[src/rtl/als_pkg.sv]
package als_pkg;

  // store geometry
  localparam int LED_COUNT = 64;
  localparam int ADDR_W    = $clog2(LED_COUNT);
  localparam int IDX_W     = 6;
  localparam int COLOR_W   = 24;
  localparam int BIT_W     = 5;

  // frame position: color bits plus up to 255 trailing zero slots
  localparam int POS_W     = $clog2(LED_COUNT * COLOR_W + 256);
  localparam int LEDPOS_W  = $clog2((LED_COUNT * COLOR_W + 256) / COLOR_W + 1);

  // register widths
  localparam int ACTIVE_W  = 7;
  localparam int DUTY_W    = 6;
  localparam int RSLOT_W   = 8;
  localparam int CFG_AW    = 2;
  localparam int CFG_DW    = 8;
  localparam int ACT_W     = 3;

  localparam int LAST_MAX_I = (LED_COUNT - 1 < 63) ? LED_COUNT - 1 : 63;
  localparam logic [IDX_W-1:0] IDX_MAX = IDX_W'(LAST_MAX_I);
  localparam logic [ACTIVE_W-1:0] USED_MAX = ACTIVE_W'(LED_COUNT);
  localparam logic [BIT_W-1:0] BIT_LAST = BIT_W'(COLOR_W - 1);

  // actions
  localparam logic [ACT_W-1:0] ACT_WRITE = 3'd0;
  localparam logic [ACT_W-1:0] ACT_FILL  = 3'd1;
  localparam logic [ACT_W-1:0] ACT_START = 3'd2;
  localparam logic [ACT_W-1:0] ACT_STOP  = 3'd3;
  localparam logic [ACT_W-1:0] ACT_TICK  = 3'd4;

  // register indexes
  localparam logic [CFG_AW-1:0] REG_ACTIVE = 2'd0;
  localparam logic [CFG_AW-1:0] REG_DUTY1  = 2'd1;
  localparam logic [CFG_AW-1:0] REG_DUTY0  = 2'd2;
  localparam logic [CFG_AW-1:0] REG_RSLOTS = 2'd3;

  // controller to datapath
  typedef struct packed {
    logic capture;   // latch the incoming item
    logic fill_we;   // write one entry of a fill range
    logic fire;      // commit the item and load the result register
  } als_cmd_t;

  // datapath to controller
  typedef struct packed {
    logic in_fill;        // incoming item is a fill
    logic in_fill_empty;  // incoming fill range holds no entry
    logic fill_last;      // current fill entry is the last one
    logic out_free;       // result register can take a new result
  } als_sts_t;

endpackage

[src/rtl/als_ram.sv]
module als_ram #(
  parameter int WIDTH = 8,
  parameter int DEPTH = 16
) (
  input  logic                     clk,
  input  logic                     we,
  input  logic [$clog2(DEPTH)-1:0] waddr,
  input  logic [WIDTH-1:0]         wdata,
  input  logic [$clog2(DEPTH)-1:0] raddr,
  output logic [WIDTH-1:0]         rdata
);

  logic [WIDTH-1:0] mem [DEPTH];

  always_ff @(posedge clk) begin
    if (we) begin
      mem[waddr] <= wdata;
    end
    rdata <= mem[raddr];
  end

endmodule

[src/rtl/als_ctrl.sv]
module als_ctrl import als_pkg::*; (
  input  logic     clk,
  input  logic     rst_n,
  input  logic     in_tvalid,
  output logic     in_tready,
  input  als_sts_t sts,
  output als_cmd_t cmd
);

  localparam logic [1:0] ST_IDLE = 2'd0;
  localparam logic [1:0] ST_FILL = 2'd1;
  localparam logic [1:0] ST_EMIT = 2'd2;

  logic [1:0] state_r, state_nxt;
  logic       accept;

  assign in_tready   = (state_r == ST_IDLE);
  assign accept      = in_tvalid && in_tready;
  assign cmd.capture = accept;
  assign cmd.fill_we = (state_r == ST_FILL);
  assign cmd.fire    = (state_r == ST_EMIT) && sts.out_free;

  always_comb begin
    state_nxt = state_r;
    case (state_r)
      ST_IDLE: begin
        if (accept) begin
          state_nxt = (sts.in_fill && !sts.in_fill_empty) ? ST_FILL : ST_EMIT;
        end
      end
      ST_FILL: begin
        if (sts.fill_last) begin
          state_nxt = ST_EMIT;
        end
      end
      ST_EMIT: begin
        if (sts.out_free) begin
          state_nxt = ST_IDLE;
        end
      end
      default: state_nxt = ST_IDLE;
    endcase
  end

  always_ff @(posedge clk) begin
    if (!rst_n) begin
      state_r <= ST_IDLE;
    end else begin
      state_r <= state_nxt;
    end
  end

endmodule

[src/rtl/als_dpath.sv]
module als_dpath import als_pkg::*; (
  input  logic                clk,
  input  logic                rst_n,
  input  als_cmd_t            cmd,
  output als_sts_t            sts,
  input  logic [39:0]         in_tdata,
  input  logic [ACT_W-1:0]    in_tuser,
  input  logic                cfg_we,
  input  logic [CFG_AW-1:0]   cfg_addr,
  input  logic [CFG_DW-1:0]   cfg_wdata,
  output logic                out_tvalid,
  input  logic                out_tready,
  output logic [7:0]          out_tdata,
  output logic                out_tuser,
  output logic                out_tlast
);

  // incoming fields
  logic [IDX_W-1:0]   in_first, in_last, in_last_clamp;
  logic [COLOR_W-1:0] in_color;

  assign in_first      = in_tdata[5:0];
  assign in_last       = in_tdata[11:6];
  assign in_color      = {in_tdata[27:20], in_tdata[19:12], in_tdata[35:28]};
  assign in_last_clamp = (in_last > IDX_MAX) ? IDX_MAX : in_last;

  // configuration
  logic [ACTIVE_W-1:0] active_r;
  logic [DUTY_W-1:0]   duty1_r, duty0_r;
  logic [RSLOT_W-1:0]  rslots_r;

  always_ff @(posedge clk) begin
    if (!rst_n) begin
      active_r <= ACTIVE_W'(64);
      duty1_r  <= DUTY_W'(40);
      duty0_r  <= DUTY_W'(20);
      rslots_r <= RSLOT_W'(39);
    end else if (cfg_we) begin
      case (cfg_addr)
        REG_ACTIVE: active_r <= cfg_wdata[ACTIVE_W-1:0];
        REG_DUTY1:  duty1_r  <= cfg_wdata[DUTY_W-1:0];
        REG_DUTY0:  duty0_r  <= cfg_wdata[DUTY_W-1:0];
        REG_RSLOTS: rslots_r <= cfg_wdata[RSLOT_W-1:0];
        default:    ;
      endcase
    end
  end

  // captured item
  logic [ACT_W-1:0]   act_r;
  logic [IDX_W-1:0]   first_r, last_r, fill_idx_r;
  logic [COLOR_W-1:0] color_r;

  always_ff @(posedge clk) begin
    if (cmd.capture) begin
      act_r   <= in_tuser;
      first_r <= in_first;
      last_r  <= in_last_clamp;
      color_r <= in_color;
    end
  end

  always_ff @(posedge clk) begin
    if (cmd.capture) begin
      fill_idx_r <= in_first;
    end else if (cmd.fill_we) begin
      fill_idx_r <= fill_idx_r + IDX_W'(1);
    end
  end

  // color store with per-entry valid bits
  logic               ram_we, write_ok;
  logic [ADDR_W-1:0]  ram_waddr, ram_raddr;
  logic [COLOR_W-1:0] ram_rdata;
  logic [LED_COUNT-1:0] vld_r;
  logic               rd_vld_r;

  logic [LEDPOS_W-1:0] led_r;
  logic [BIT_W-1:0]    bit_r;
  logic [POS_W-1:0]    pos_r;
  logic                running_r, sending_r;

  assign write_ok  = (32'(first_r) < 32'(LED_COUNT));
  assign ram_we    = cmd.fill_we || (cmd.fire && (act_r == ACT_WRITE) && write_ok);
  assign ram_waddr = cmd.fill_we ? ADDR_W'(fill_idx_r) : ADDR_W'(first_r);
  assign ram_raddr = led_r[ADDR_W-1:0];

  als_ram #(
    .WIDTH (COLOR_W),
    .DEPTH (LED_COUNT)
  ) u_ram (
    .clk   (clk),
    .we    (ram_we),
    .waddr (ram_waddr),
    .wdata (color_r),
    .raddr (ram_raddr),
    .rdata (ram_rdata)
  );

  always_ff @(posedge clk) begin
    if (!rst_n) begin
      vld_r <= '0;
    end else if (ram_we) begin
      vld_r[ram_waddr] <= 1'b1;
    end
  end

  always_ff @(posedge clk) begin
    rd_vld_r <= vld_r[ram_raddr];
  end

  // slot sequencing
  logic [ACTIVE_W-1:0] used;
  logic [POS_W-1:0]    bits;
  logic [POS_W:0]      len, pos_inc;
  logic                in_bits, frame_end, color_bit, tick_go;
  logic [COLOR_W-1:0]  rd_color;
  logic [DUTY_W-1:0]   duty;

  assign used      = (active_r > USED_MAX) ? USED_MAX : active_r;
  assign bits      = POS_W'(used) * POS_W'(COLOR_W);
  assign len       = {1'b0, bits} + (POS_W+1)'(rslots_r);
  assign pos_inc   = {1'b0, pos_r} + (POS_W+1)'(1);
  assign in_bits   = (pos_r < bits);
  assign frame_end = (pos_inc >= len);
  assign rd_color  = rd_vld_r ? ram_rdata : '0;
  assign color_bit = rd_color[BIT_LAST - bit_r];
  assign duty      = in_bits ? (color_bit ? duty1_r : duty0_r) : '0;
  assign tick_go   = cmd.fire && (act_r == ACT_TICK) && sending_r;

  always_ff @(posedge clk) begin
    if (!rst_n) begin
      pos_r     <= '0;
      led_r     <= '0;
      bit_r     <= '0;
      running_r <= 1'b0;
      sending_r <= 1'b0;
    end else if (cmd.fire) begin
      case (act_r)
        ACT_START: begin
          running_r <= 1'b1;
          sending_r <= 1'b1;
          pos_r     <= '0;
          led_r     <= '0;
          bit_r     <= '0;
        end
        ACT_STOP: begin
          running_r <= 1'b0;
        end
        ACT_TICK: begin
          if (sending_r) begin
            if (frame_end) begin
              pos_r     <= '0;
              led_r     <= '0;
              bit_r     <= '0;
              sending_r <= running_r;
            end else begin
              pos_r <= pos_inc[POS_W-1:0];
              if (bit_r == BIT_LAST) begin
                bit_r <= '0;
                led_r <= led_r + LEDPOS_W'(1);
              end else begin
                bit_r <= bit_r + BIT_W'(1);
              end
            end
          end
        end
        default: ;
      endcase
    end
  end

  // result register
  logic             out_valid_r;
  logic [DUTY_W-1:0] out_duty_r;
  logic             out_act_r, out_end_r;

  always_ff @(posedge clk) begin
    if (!rst_n) begin
      out_valid_r <= 1'b0;
    end else if (cmd.fire) begin
      out_valid_r <= 1'b1;
    end else if (out_tready) begin
      out_valid_r <= 1'b0;
    end
  end

  always_ff @(posedge clk) begin
    if (cmd.fire) begin
      out_duty_r <= tick_go ? duty : '0;
      out_act_r  <= tick_go;
      out_end_r  <= tick_go && frame_end;
    end
  end

  assign out_tvalid = out_valid_r;
  assign out_tdata  = {2'b00, out_duty_r};
  assign out_tuser  = out_act_r;
  assign out_tlast  = out_end_r;

  assign sts.in_fill       = (in_tuser == ACT_FILL);
  assign sts.in_fill_empty = (in_first > in_last_clamp);
  assign sts.fill_last     = (fill_idx_r == last_r);
  assign sts.out_free      = !out_valid_r || out_tready;

  // checks
  logic [POS_W:0] pos_calc;
  assign pos_calc = (POS_W+1)'(led_r) * (POS_W+1)'(COLOR_W) + (POS_W+1)'(bit_r);

  a_pos_split: assert property (@(posedge clk) disable iff (!rst_n)
    pos_calc == {1'b0, pos_r})
    else $error("slot position out of step with led and bit counters");

  a_bit_range: assert property (@(posedge clk) disable iff (!rst_n)
    bit_r <= BIT_LAST)
    else $error("bit counter past last color bit");

  a_wrap: assert property (@(posedge clk) disable iff (!rst_n)
    tick_go && frame_end |=> pos_r == '0)
    else $error("position did not wrap at frame end");

  a_out_src: assert property (@(posedge clk) disable iff (!rst_n)
    $rose(out_valid_r) |-> $past(cmd.fire))
    else $error("result appeared without a commit");

endmodule

[src/rtl/addressable_led_serializer_core.sv]
// Addressable LED serializer. Holds 64 colors (green:red:blue) and turns them,
// one transfer per bit period tick, into PWM compare values: each active LED's
// 24 color bits go out MSB first as duty_one or duty_zero, then reset_slots
// zero-duty slots close the frame, and frames repeat until a stop lets the
// current one finish. Colors are read from the store when their bit goes out.
// Every input transfer gives exactly one result transfer. Write, start, stop,
// tick and unknown actions are captured at the input transfer and committed
// into the result register once it is free; a fill first walks its range
// through the single store write port, one entry per cycle, ahead of the
// commit. A new input is taken once the previous item has committed, while
// its result may still sit in the output register. The store needs no
// clearing pass after reset: per-entry valid bits make unwritten entries read
// as zero. Configuration must be written by the user through
// cfg_we/cfg_addr/cfg_wdata while idle; the block does not enforce it.
// Index 0 active_leds, 1 duty_one, 2 duty_zero, 3 reset_slots.
module addressable_led_serializer_core import als_pkg::*; (
  input  logic              clk,
  input  logic              rst_n,
  // input channel
  input  logic              in_tvalid,
  output logic              in_tready,
  // led_index[5:0], last_index[11:6], red[19:12], green[27:20], blue[35:28]
  input  logic [39:0]       in_tdata,
  // action[2:0]
  input  logic [ACT_W-1:0]  in_tuser,
  // result channel
  output logic              out_tvalid,
  input  logic              out_tready,
  // duty[5:0]
  output logic [7:0]        out_tdata,
  // slot_active
  output logic              out_tuser,
  // frame_end
  output logic              out_tlast,
  // configuration write port
  input  logic              cfg_we,
  input  logic [CFG_AW-1:0] cfg_addr,
  input  logic [CFG_DW-1:0] cfg_wdata
);

  als_cmd_t cmd;
  als_sts_t sts;

  // sequencer: accept, walk fill ranges, commit
  als_ctrl u_ctrl (
    .clk       (clk),
    .rst_n     (rst_n),
    .in_tvalid (in_tvalid),
    .in_tready (in_tready),
    .sts       (sts),
    .cmd       (cmd)
  );

  // color store, frame counters, registers and result register
  als_dpath u_dpath (
    .clk        (clk),
    .rst_n      (rst_n),
    .cmd        (cmd),
    .sts        (sts),
    .in_tdata   (in_tdata),
    .in_tuser   (in_tuser),
    .cfg_we     (cfg_we),
    .cfg_addr   (cfg_addr),
    .cfg_wdata  (cfg_wdata),
    .out_tvalid (out_tvalid),
    .out_tready (out_tready),
    .out_tdata  (out_tdata),
    .out_tuser  (out_tuser),
    .out_tlast  (out_tlast)
  );

endmodule
[config.mk]
export PLATFORM = sky130hd
export DESIGN_NAME = addressable_led_serializer_core
export DESIGN_NICKNAME = d
export VERILOG_FILES = /design/src/rtl/als_pkg.sv /design/src/rtl/als_ram.sv /design/src/rtl/als_ctrl.sv /design/src/rtl/als_dpath.sv /design/src/rtl/addressable_led_serializer_core.sv
export SDC_FILE = /design/constraint.sdc
export NUM_CORES = 2
export LEC_CHECK = 0
export ABC_AREA = 1
export BUFFER_PORTS_ARGS = -buffer_cell sky130_fd_sc_hd__buf_4
export CAP_MARGIN = 10
export CELL_PAD_IN_SITES_DETAIL_PLACEMENT = 2
export CELL_PAD_IN_SITES_GLOBAL_PLACEMENT = 2
export CORE_UTILIZATION = 40
export CTS_CLUSTER_DIAMETER = 120
export DETAILED_ROUTE_END_ITERATION = 8
export PLACE_DENSITY = 0.73
export SYNTH_ARGS = -nofsm -noshare
export SYNTH_HDL_FRONTEND = slang
export SYNTH_HIERARCHICAL = 1
export SYNTH_SLANG_ARGS = --single-unit
[constraint.sdc]
create_clock -name clk -period 17.8 [get_ports clk]
set_input_delay 2.67 -clock clk [delete_from_list [all_inputs] [get_ports clk]]
set_output_delay 2.67 -clock clk [all_outputs]
set_load 0.1 [all_outputs]
==> flow_summary.ini <==
[yosys]
yosys.area.top_type_share_pct = 66.8
synth.area.top_cells = edfxtp_1 67%, nand2_1 11%, nand3_1 9.4%
synth_commonest_cells = 2,130 x nand2_1, 1,589 x edfxtp_1, 1,343 x nand3_1
synth_flop_cell = edfxtp_1
ys_seq_area_share_pct = 70.9
synth.distinct_cells = 51
synth.yosys.warnings = 6
syn_area_per_cell_um2 = 11.3
synth-async-reset-ratio_pct = 0
yosys.cell_count.top_type = nand2_1
synth_top_cell_by_area = edfxtp_1
netlist_instances = 6307
synth_area_mm2 = 0.0714
ys_ff_latch = 1732
synth_edf_count = 1589

[floorplanning]
die-height_um = 424
core-area_mm2 = 0.177
ioPinCount = 70
fp.dieW_um = 424
die_area_mm2 = 0.180
row_count = 154
initial_core_util_pct = 40.4

[setup_path]
rr_startpoint = u_dpath/led_r[0]
criticalPathCategory = primary input to flop
crit_path_start_kind = primary input
critical_path_arrival_ns = 6.34
reg2regPathDepth = 12
r2r_end = u_dpath/u_ram/rdata[11]
crit_end = u_dpath/u_ram/mem[57][19]
cp_max_fo = 22
ff2ff_setup_slack_ns = 12.40
crit_path_start = out_tready
crit_required_ns = 18.26
end_kind = flop

[grt]
grt_max_degree = 192
grt_pass1_vias = 55300
grt-ovfl-total = 0
grt_first_pass_wirelength_mm = 358
antenna_found_initial = 7
track_usage_pct = 26.9

[finish]
syn_to_final_growth_pct = 12.0
finalNetCount = 6420
regArea_mm2 = 0.0506
fin_util_pct = 45.3
fillers = 17700
drive_gt1_share_pct = 8.97
multi_input_area_mm2 = 0.0183

[placed_design]
hpwlAfterDp_mm = 134
portBuffers = 63
gp_congestion = 0.792
dp_slack_ns = 11.30

[flow_run]
cap_viol_max_count = 0

[min_path]
hold_path_startpoint = u_dpath/vld_r[48]
hold_class = flop to flop

[timing]
finalHoldViolCount = 0
rsz0062_at_grt = false
slew_headroom_pct = 17.7
worst_pin_slew_ns = 1.23
finalSetupViolations = 0
tns_ns = 0
fin_crit_sh_pct = 33.0
post-route-min-period_ns = 5.88
setup_ws_ns = 11.92
slew_viol_final = 0
clock_skew_ns = 0.0314
fmax_mhz = 170

[clock_tree]
post_cts_buffers = 0
root_buffer = clkbuf_16
cts_buffer_depth = 3
cts_buffers = 189
clock_latency_ns = 0.82
hold_buffers = 0
cts_tree = done
h-tree-depth = 4
post_cts_resize_count = 0
clk_pin_slew_ns = 0.06
cts.sinks = 1732

[power_and_ir_drop]
power.leakage_nw = 28.6
peakVddDrop_mv = 0.0991
power.density_mw_per_mm2 = 110

[status]
status = completed

[drt]
drt-total-wl_mm = 244
wire_per_inst_um = 27.6
ant_nets = 0
drt_first_iter_violations = 3977
num_vias = 50200
dr.pass1.iters = 6
drc = 0
avgViaCountPerCell = 5.70
routing by layer:
layer  wire length (µm)  up-vias  share of wire, %  global-route usage [%]
met5                  0        -                 0                       0
met4               9570        0               3.9                    10.7
met3              11500      426               4.7                    3.17
met2             121000     1321                50                    46.5
met1             101000    26400                42                    34.4
li1                   -    22100                 -                       -
area by class of cell:
cell class,instances,area share [%]
diodes,1,0.00313
clock buffers,250,6.50
clock inverters,96,0.926
inverters,141,0.717
multi-input cells,4053,22.9
flip-flops and latches,1732,63.3
well taps,2340,3.66
repair buffers,206,2.03
registers in the layout, indices dropped and copies added, names as in the netlist, 2 cells and up:
register	flops
u_dpath/bit_r	5
u_dpath/first_r	6
u_dpath/led_r	6
u_dpath/pos_r	11
u_dpath/u_ram/rdata	24
u_ctrl/state_r	2
u_dpath/active_r	7
u_dpath/vld_r	64
u_dpath/fill_idx_r	6
u_dpath/rslots_r	8
u_dpath/duty1_r	6
u_dpath/color_r	24
u_dpath/u_ram/mem	1536
u_dpath/out_duty_r	6
u_dpath/act_r	3
u_dpath/duty0_r	6
u_dpath/last_r	6
where the power goes:
group / switching [mW] / total (mW) / internal, mW
Sequential: 0.0153 / 4.50 / 4.49
Combinational: 0.363 / 0.451 / 0.0879
Clock: 1.63 / 3.83 / 2.20
cell families after synthesis:
family          share of synthesized area [%]
compound gates                           1.99
fa+ha+maj                               0.694
buf+inv                                  3.78
other cells                           0.00525
xor+xnor                                0.282
simple gates                             22.4
flops                                    70.9
through the flow:
step | hold WS [ns] | power (mW) | instances | cell area [µm²]
2_1_floorplan | 0.429 | 4.83 | 6308 | 71400
3_3_place_gp | 0.438 | 5.01 | 8472 | 74000
3_5_place_dp | 0.446 | 5.04 | 8472 | 74000
4_1_cts | 0.455 | 8.85 | 8818 | 80000
5_1_grt | 0.474 | 9.02 | 8818 | 80000
6_report | 0.452 | 8.79 | 8819 | 80000
how the worst min path moves through the flow:
stage / endpoint / cells past startpoint
floorplan: u_dpath/duty0_r[2] / 2
global placement: u_dpath/vld_r[12] / 2
detailed placement: u_dpath/vld_r[22] / 2
CTS: u_dpath/vld_r[22] / 2
global route: u_dpath/vld_r[22] / 2
finish: u_dpath/vld_r[48] / 2
layout by cell type, fill, tap and decap left out, types with 5 or more instances in the layout:
cell / count
a21oi_1: 140
a221oi_1: 5
buf_12: 6
buf_4: 200
bufinv_16: 11
clkbuf_1: 44
clkbuf_16: 196
clkbuf_8: 9
clkinv_1: 43
clkinv_2: 34
dfxtp_1: 138
edfxtp_1: 1589
ha_1: 38
inv_1: 124
inv_2: 9
inv_6: 6
nand2_1: 2130
nand3_1: 1343
nand4_1: 18
nor2_1: 130
nor2_2: 57
nor3_1: 18
nor4_2: 9
nor4_4: 7
o211ai_1: 12
o21ai_0: 70
o21ai_1: 5
or2_2: 8
xnor2_1: 6
xor2_1: 17
worst max-delay path, cell delays in order:
cell and delay [ns]:
buf_4 0.08, inv_1 0.03, nand2_1 0.16, inv_1 0.09
nor3_1 0.17, buf_4 0.25, inv_2 0.08, nor2_1 0.15
a21oi_2 0.08, buf_4 0.23, inv_1 0.32, nand4_1 1.02
nor2_2 0.52, buf_4 0.45
(Power assumes the default switching activity.)
